===== src/bec_pkg.sv =====
// Shared types and constants for the brake event counter and speedometer.
`timescale 1ns / 1ps

package bec_pkg;

    localparam int CNT_W    = 16;
    localparam int REV_W    = 12;
    localparam int SCALE_W  = 24;
    localparam int CFG_W    = 24;
    localparam int CFG_IDX_W = 2;

    localparam logic [CFG_IDX_W-1:0] CFG_LOCKOUT = 2'd0;
    localparam logic [CFG_IDX_W-1:0] CFG_WINDOW  = 2'd1;
    localparam logic [CFG_IDX_W-1:0] CFG_SCALE   = 2'd2;

    localparam logic [CNT_W-1:0]   LOCKOUT_RESET = 16'd3000;
    localparam logic [CNT_W-1:0]   WINDOW_RESET  = 16'd5000;
    localparam logic [SCALE_W-1:0] SCALE_RESET   = 24'd889435;

    localparam logic [CNT_W-1:0] CNT_MAX = {CNT_W{1'b1}};
    localparam logic [REV_W-1:0] REV_MAX = {REV_W{1'b1}};

    typedef struct packed {
        logic [CNT_W-1:0]   lockout;
        logic [CNT_W-1:0]   window;
        logic [SCALE_W-1:0] scale;
    } cfg_t;

endpackage


===== src/brake_event_counter_speedometer.sv =====
// Top level of the brake event counter and speedometer.
//
// Each input item is one millisecond tick of five sampled pin levels, taken
// on in_valid with in_stall low. Every input item gives exactly one result
// item: four wrapping event counts, the last measured speed in tenths of
// km/h and a report flag, offered on out_valid until out_stall is low.
// An item is held in the input register and is then processed into the
// state and result registers, from which its result is offered on the
// outputs. One item per cycle is sustained while out_stall stays low; the
// limit is the combinational state update through the revolution-times-scale
// multiply.
// A stalled result holds the input register, which still takes one more
// item; in_stall rises only when both stages are full.
// Reset clears the counters and timers, sets the previous button and wheel
// levels to idle high and loads the default lockout, window and scale.
// Configuration writes (cfg_we, cfg_index, cfg_data) take effect at once and
// are meant for idle periods; an unknown index is ignored.
`timescale 1ns / 1ps

module brake_event_counter_speedometer
    import bec_pkg::*;
(
    input  logic                 clk,
    input  logic                 rst_n,
    input  logic                 in_valid,
    output logic                 in_stall,
    input  logic                 right_foot_pin,
    input  logic                 left_foot_pin,
    input  logic                 foot_brake_touch,
    input  logic                 hand_brake_touch,
    input  logic                 wheel_sensor,
    output logic                 out_valid,
    input  logic                 out_stall,
    output logic [CNT_W-1:0]     right_foot_count,
    output logic [CNT_W-1:0]     left_foot_count,
    output logic [CNT_W-1:0]     foot_brake_count,
    output logic [CNT_W-1:0]     hand_brake_count,
    output logic [CNT_W-1:0]     speed_tenths,
    output logic                 report,
    input  logic                 cfg_we,
    input  logic [CFG_IDX_W-1:0] cfg_index,
    input  logic [CFG_W-1:0]     cfg_data
);

    cfg_t       cfg_reg;
    logic       in_valid_reg;
    logic [4:0] pins_reg;
    logic       out_valid_reg;
    logic       report_reg, report_next;
    logic       advance;
    logic       accept;
    logic [3:0] hits;
    logic       speed_update;

    assign advance  = in_valid_reg && (!out_valid_reg || !out_stall);
    assign in_stall = in_valid_reg && !advance;
    assign accept   = in_valid && !in_stall;

    always_ff @(posedge clk or negedge rst_n)
    begin
        if (!rst_n)
        begin
            cfg_reg.lockout <= LOCKOUT_RESET;
            cfg_reg.window  <= WINDOW_RESET;
            cfg_reg.scale   <= SCALE_RESET;
        end
        else if (cfg_we)
        begin
            unique case (cfg_index)
                CFG_LOCKOUT: cfg_reg.lockout <= cfg_data[CNT_W-1:0];
                CFG_WINDOW:  cfg_reg.window  <= cfg_data[CNT_W-1:0];
                CFG_SCALE:   cfg_reg.scale   <= cfg_data[SCALE_W-1:0];
                default:     cfg_reg         <= cfg_reg;
            endcase
        end
    end

    always_ff @(posedge clk or negedge rst_n)
    begin
        if (!rst_n)
        begin
            in_valid_reg  <= 1'b0;
            out_valid_reg <= 1'b0;
            report_reg    <= 1'b0;
        end
        else
        begin
            if (accept)
            begin
                in_valid_reg <= 1'b1;
            end
            else if (advance)
            begin
                in_valid_reg <= 1'b0;
            end
            if (advance)
            begin
                out_valid_reg <= 1'b1;
                report_reg    <= report_next;
            end
            else if (!out_stall)
            begin
                out_valid_reg <= 1'b0;
            end
        end
    end

    always_ff @(posedge clk)
    begin
        if (accept)
        begin
            pins_reg <= {wheel_sensor, hand_brake_touch, foot_brake_touch,
                         left_foot_pin, right_foot_pin};
        end
    end

    bec_channel u_right (
        .clk(clk), .rst_n(rst_n), .step(advance), .touch_mode(1'b0),
        .level(pins_reg[0]), .cfg(cfg_reg), .count(right_foot_count), .hit(hits[0])
    );

    bec_channel u_left (
        .clk(clk), .rst_n(rst_n), .step(advance), .touch_mode(1'b0),
        .level(pins_reg[1]), .cfg(cfg_reg), .count(left_foot_count), .hit(hits[1])
    );

    bec_channel u_foot (
        .clk(clk), .rst_n(rst_n), .step(advance), .touch_mode(1'b1),
        .level(pins_reg[2]), .cfg(cfg_reg), .count(foot_brake_count), .hit(hits[2])
    );

    bec_channel u_hand (
        .clk(clk), .rst_n(rst_n), .step(advance), .touch_mode(1'b1),
        .level(pins_reg[3]), .cfg(cfg_reg), .count(hand_brake_count), .hit(hits[3])
    );

    bec_speed u_speed (
        .clk(clk), .rst_n(rst_n), .step(advance), .wheel(pins_reg[4]),
        .cfg(cfg_reg), .speed(speed_tenths), .update(speed_update)
    );

    assign report_next = (|hits) || speed_update;
    assign out_valid   = out_valid_reg;
    assign report      = report_reg;

    // An empty result stage never holds back the input side.
    a_no_stall_when_empty: assert property (@(posedge clk) disable iff (!rst_n)
        !out_valid_reg |-> !in_stall)
        else $error("input stalled with empty result stage");

    // A processed item always lands as a valid result.
    a_advance_gives_result: assert property (@(posedge clk) disable iff (!rst_n)
        advance |=> out_valid_reg)
        else $error("processed item produced no result");

    // Any change of a count or of the speed is flagged in the same result.
    a_count_change_reported: assert property (@(posedge clk) disable iff (!rst_n)
        (!$stable(right_foot_count) || !$stable(left_foot_count) ||
         !$stable(foot_brake_count) || !$stable(hand_brake_count)) |-> report_reg)
        else $error("count changed without report");

    a_speed_change_reported: assert property (@(posedge clk) disable iff (!rst_n)
        !$stable(speed_tenths) |-> report_reg)
        else $error("speed changed without report");

    // Results change only when a new item moves into the result stage.
    a_result_held: assert property (@(posedge clk) disable iff (!rst_n)
        (out_valid_reg && out_stall) |=> $stable(right_foot_count) && $stable(report_reg))
        else $error("stalled result changed");

endmodule


===== src/bec_channel.sv =====
// One brake channel: edge or touch qualification, lockout timer and event counter.
`timescale 1ns / 1ps

module bec_channel
    import bec_pkg::*;
(
    input  logic             clk,
    input  logic             rst_n,
    input  logic             step,
    input  logic             touch_mode,
    input  logic             level,
    input  cfg_t             cfg,
    output logic [CNT_W-1:0] count,
    output logic             hit
);

    logic [CNT_W-1:0] since_reg, since_next, since_inc;
    logic [CNT_W-1:0] count_reg, count_next;
    logic             aux_reg, aux_next;
    logic             held;
    logic             held_next;

    // The aux bit is the previous level for a button (idle high) and the
    // counted mark for a touch sensor (idle clear); it is stored so that
    // both idle states reset to zero.
    assign held = aux_reg ^ ~touch_mode;

    always_comb
    begin
        since_inc = (since_reg == CNT_MAX) ? CNT_MAX : since_reg + 1'b1;
        hit       = level && !held && (since_inc >= cfg.lockout);
        since_next = hit ? '0 : since_inc;
        count_next = hit ? count_reg + 1'b1 : count_reg;
        if (!touch_mode)
        begin
            held_next = level;
        end
        else if (hit)
        begin
            held_next = 1'b1;
        end
        else if (!level)
        begin
            held_next = 1'b0;
        end
        else
        begin
            held_next = held;
        end
        aux_next = held_next ^ ~touch_mode;
    end

    always_ff @(posedge clk or negedge rst_n)
    begin
        if (!rst_n)
        begin
            since_reg <= '0;
            count_reg <= '0;
            aux_reg   <= 1'b0;
        end
        else if (step)
        begin
            since_reg <= since_next;
            count_reg <= count_next;
            aux_reg   <= aux_next;
        end
    end

    assign count = count_reg;

endmodule


===== src/bec_speed.sv =====
// Wheel revolution counter, measurement window and speed register.
`timescale 1ns / 1ps

module bec_speed
    import bec_pkg::*;
(
    input  logic             clk,
    input  logic             rst_n,
    input  logic             step,
    input  logic             wheel,
    input  cfg_t             cfg,
    output logic [CNT_W-1:0] speed,
    output logic             update
);

    localparam int PROD_W = REV_W + SCALE_W;
    localparam int FRAC_W = 16;

    logic             prev_wheel_reg;
    logic [REV_W-1:0] revs_reg, revs_next, revs_edge;
    logic [CNT_W-1:0] elapsed_reg, elapsed_next, elapsed_inc;
    logic [CNT_W-1:0] speed_reg, speed_next;
    logic [PROD_W:0]  product;
    logic [PROD_W-FRAC_W:0] rounded;

    always_comb
    begin
        elapsed_inc = (elapsed_reg == CNT_MAX) ? CNT_MAX : elapsed_reg + 1'b1;
        revs_edge   = (!wheel && prev_wheel_reg && revs_reg != REV_MAX) ?
                      revs_reg + 1'b1 : revs_reg;
        update      = elapsed_inc >= cfg.window;
        // Both operands are widened first so the full product is kept.
        product     = (PROD_W+1)'(revs_edge) * (PROD_W+1)'(cfg.scale) +
                      (PROD_W+1)'(32768);
        rounded     = product[PROD_W:FRAC_W];
        if (update)
        begin
            speed_next   = (rounded > (PROD_W-FRAC_W+1)'(CNT_MAX)) ?
                           CNT_MAX : rounded[CNT_W-1:0];
            revs_next    = '0;
            elapsed_next = '0;
        end
        else
        begin
            speed_next   = speed_reg;
            revs_next    = revs_edge;
            elapsed_next = elapsed_inc;
        end
    end

    always_ff @(posedge clk or negedge rst_n)
    begin
        if (!rst_n)
        begin
            prev_wheel_reg <= 1'b1;
            revs_reg       <= '0;
            elapsed_reg    <= '0;
            speed_reg      <= '0;
        end
        else if (step)
        begin
            prev_wheel_reg <= wheel;
            revs_reg       <= revs_next;
            elapsed_reg    <= elapsed_next;
            speed_reg      <= speed_next;
        end
    end

    assign speed = speed_reg;

endmodule


===== config.mk =====
export PLATFORM = sky130hd
export DESIGN_NAME = brake_event_counter_speedometer
export DESIGN_NICKNAME = d
export VERILOG_FILES = /design/src/bec_pkg.sv /design/src/brake_event_counter_speedometer.sv /design/src/bec_channel.sv /design/src/bec_speed.sv
export SDC_FILE = /design/constraint.sdc
export NUM_CORES = 1
export LEC_CHECK = 0
export ABC_AREA = 1
export BUFFER_PORTS_ARGS = -buffer_cell sky130_fd_sc_hd__buf_4
export CAP_MARGIN = 20
export CORE_MARGIN = 8
export CORE_UTILIZATION = 55
export CTS_CLUSTER_DIAMETER = 40
export DETAILED_ROUTE_END_ITERATION = 8
export MAX_ROUTING_LAYER = met4
export PLACE_DENSITY = 0.75
export SLEW_MARGIN = 20
export SYNTH_ARGS = -nofsm -noshare
export SYNTH_HDL_FRONTEND = slang
export SYNTH_SLANG_ARGS = --single-unit

===== constraint.sdc =====
create_clock -name clk -period 6.55 [get_ports clk]
set_input_delay 1.31 -clock clk [delete_from_list [all_inputs] [get_ports clk]]
set_output_delay 1.31 -clock clk [all_outputs]
set_load 0.1 [all_outputs]

==> flow_summary_export.csv <==
group,metric,value,unit
place,routabilityCongestion,0.9643,
global_route,grt_util_met1,32.17,%
synthesis,ys_warn_count,0,
cts,cts_inserted_buffers,44,
synthesis,synth_edf_count,5,
floorplan,initial_core_util,55.57,%
global_route,grt_max_degree,145,
critical_path,critPathSlowestCell,"fa_1",
cells_and_area,largest_register_ffs,56,
cells_and_area,area_growth,18.17,%
cts,insertion_delay,600,ps
global_route,grt_use_met2,42.42,%
critical_path,path_class,"register to register",
sta,slew_viol_final,0,
cells_and_area,fillers,3655,
cts,cts_tree,"built",
hold_path,hold_class,"register to register",
floorplan,fp-row-count,76,
cts,clk_pin_slew,50,ps
synthesis,ys.flop_type,"dfrtp_1",
detailed_routing,drc,0,
detailed_routing,drt_iter0_drc,1600,
sta,timing.fmax,0.1568,GHz
critical_path,slowest_delay,570,ps
sta,worst_slew_pin_slew,982.5,ps
synthesis,netlist_area,0.02389,mm2
detailed_routing,vias_per_cell,5.420,
synthesis,synth_cell_types,57,
global_route,grt_antenna_before_repair,0,
floorplan,die_y,224.4,um
run,drv_cap,0,
global_route,grt-ovfl-total,0,
floorplan,die_area,0.05035,mm2
critical_path,cp_data_required_time,7000,ps
synthesis,synth_seq_cells,241,
critical_path,startpoint_type,"register",
run_status,status,"completed",
cts,h-tree-depth,2,
critical_path,startpoint,"u_speed.revs_reg[1]",
floorplan,io_pins,119,
detailed_routing,wl_per_cell,16.85,um
sta,tns,0,ps
synthesis,avgSynthCellArea,7.680,um2
critical_path,worst_setup_path_end_kind,"register",
synthesis,ys_seq_area_share,25.48,%
global_route,globalRoute.busiestLayer,"met2",
cells_and_area,nets,3696,
sta,timing.slew.headroom,34.32,%
detailed_routing,via_count,21010,
floorplan,core-area,0.04298,mm2
global_route,grt_first_pass_wirelength,104500,um
global_route,grt_pass1_vias,21240,
cts,clk_path_buf_depth,3,
synthesis,synthCells,3110,
critical_path,critPathMostFrequentCell,"fa_1",
floorplan,die_w,224.4,um
sta,layout_min_cycle_time,6378,ps
critical_path,crit_arrival,6830,ps
place,port_buffers,118,
place,place_hpwl,48130,um
sta,setup_viol,0,
sta,period_share,97.37,%
detailed_routing,ant_nets,0,
cells_and_area,drive_gt1_share,15.22,%
cells_and_area,diodes,0,
detailed_routing,drtPass1Iterations,5,
hold_path,hp-start,"pins_reg[1]",
synthesis,syn_nets,3551,
cts,cts_root_buf,"clkbuf_16",
sta,fin_skew,33.86,ps
detailed_routing,routed_wl,65310,um
sta,hold_viol,0,
global_route,track_usage,26.00,%
synthesis,async_flop_share,97.93,%
global_route,met3_usage,4.741,%
critical_path,path_max_fanout,17,
critical_path,reg2reg_from,"u_speed.revs_reg[1]",
cts,clock-sinks,241,
==> synth_stat cells (4+ instances only) <==
| master | number | area share, % |
|---|---|---|
| dfstp_2 | 24 | 2.6 |
| and3_1 | 5 | 0.13 |
| nand2_1 | 740 | 12 |
| nor3_2 | 6 | 0.25 |
| clkbuf_1 | 46 | 0.72 |
| o21ai_0 | 163 | 3.4 |
| o21ai_1 | 16 | 0.34 |
| buf_1 | 15 | 0.24 |
| a21oi_1 | 82 | 1.7 |
| nand2_2 | 11 | 0.29 |
| nor2_4 | 13 | 0.61 |
| buf_2 | 25 | 0.52 |
| nor4_2 | 4 | 0.21 |
| fa_1 | 220 | 18 |
| nand4_1 | 26 | 0.68 |
| o21bai_1 | 7 | 0.22 |
| nand3_1 | 197 | 4.1 |
| nand3b_1 | 7 | 0.22 |
| xor2_1 | 67 | 2.5 |
| inv_2 | 10 | 0.16 |
| dfrtp_1 | 212 | 22 |
| or2_2 | 5 | 0.13 |
| o22ai_1 | 13 | 0.34 |
| ha_1 | 185 | 9.7 |
| nor4_1 | 8 | 0.21 |
| nor3_1 | 48 | 1.0 |
| nor2_1 | 259 | 4.1 |
| inv_1 | 597 | 9.4 |
| nor2_2 | 18 | 0.47 |
| edfxtp_1 | 5 | 0.63 |
| xnor2_1 | 30 | 1.1 |
==> layer usage <==
layer | up-vias | routed length (um)
met1 | 10170 | 27200
met3 | 171 | 4932
met5 | - | 0
met2 | 744 | 30570
met4 | 0 | 2611
li1 | 9925 | -
==> critical path, delay by kind of cell (launching register included) <==
kind / cells / cell delay [ps]
adder cells (fa/ha/maj): 7 / 3050
XOR/XNOR: 1 / 230
flip-flops: 1 / 410
AND/OR/NAND/NOR: 13 / 1360
buffers and inverters: 7 / 640
AO/OA/AOI/OAI: 3 / 550
==> path summary, 6_finish.rpt <==
path | end | slack, ps | cells after the start
worst max-delay path | u_speed.speed[6] | 170 | 31
worst min register to register | u_left.aux_reg | 460 | 1
worst max register to register | u_speed.speed[6] | 170 | 31
max in group asynchronous | u_speed.revs_reg[3] | 4560 | 2
min in group asynchronous | u_hand.since_reg[12] | 720 | 1
worst min-delay path | u_left.aux_reg | 460 | 1
==> per-stage QoR <==
stage,util [%],instances,setup WS [ps],cell area (um2),hold slack [ps]
floorplan,-,3110,362.2,23890,441.4
global placement,59.18,3754,73.29,25430,456.1
detailed placement,59.18,3754,-75.66,25430,463.7
CTS,62.91,3836,-3.082,27040,461.4
global route,65.67,3876,-103.6,28230,489.8
finish,65.67,3876,172.1,28230,457.8
==> cell type report <==
type                       count  area, um2  share of cell area [%]
inverter                     610       2327                   8.245
timing repair inverter         1      6.256                 0.02216
clock inverter                35      457.9                   1.622
sequential                   241       6087                   21.57
clock buffer                  47       1132                   4.012
timing repair buffer         189       1682                   5.958
tap                          585      732.0                   2.593
multi-input combinational   2168      15800                   55.98
==> cells by family after synthesis <==
group,count (synthesis),synth area share (%)
flip-flops,241,25.48
buffers and inverters,702,11.34
AO/OA/AOI/OAI,301,6.731
AND/OR/NAND/NOR,1363,24.72
XOR/XNOR,97,3.557
adder cells (fa/ha/maj),405,28.13
multiplexers,1,0.04191
==> placed cells by master, fill, tap and decap left out, types with 10 or more instances in the layout <==
cell         n
nand2_1    695
inv_1      585
nor2_1     244
fa_1       217
dfrtp_1    211
nand3_1    190
ha_1       165
buf_4      164
o21ai_0    161
a21oi_1     69
xor2_1      66
clkbuf_16   50
nor3_1      46
nand2_2     39
xnor2_1     30
nor2_2      29
nand4_1     26
dfstp_2     24
ha_4        20
nor2_4      17
o21ai_1     17
nand2_4     16
inv_2       13
o22ai_1     13
a21oi_2     11
inv_6       10
==> what timing repair did <==
action | 4_1_cts | 5_1_grt
hold buffers | 0 | 0
gates resized for setup | 7 | 186
setup buffers | 0 | 31
setup endpoints to repair | 16 | 16
pin swaps | 0 | 94
gates cloned | 0 | 9
Power is left out: the tool's default activity adds up to more than one toggle a clock period on the data nets, which glitch-free logic cannot reach.
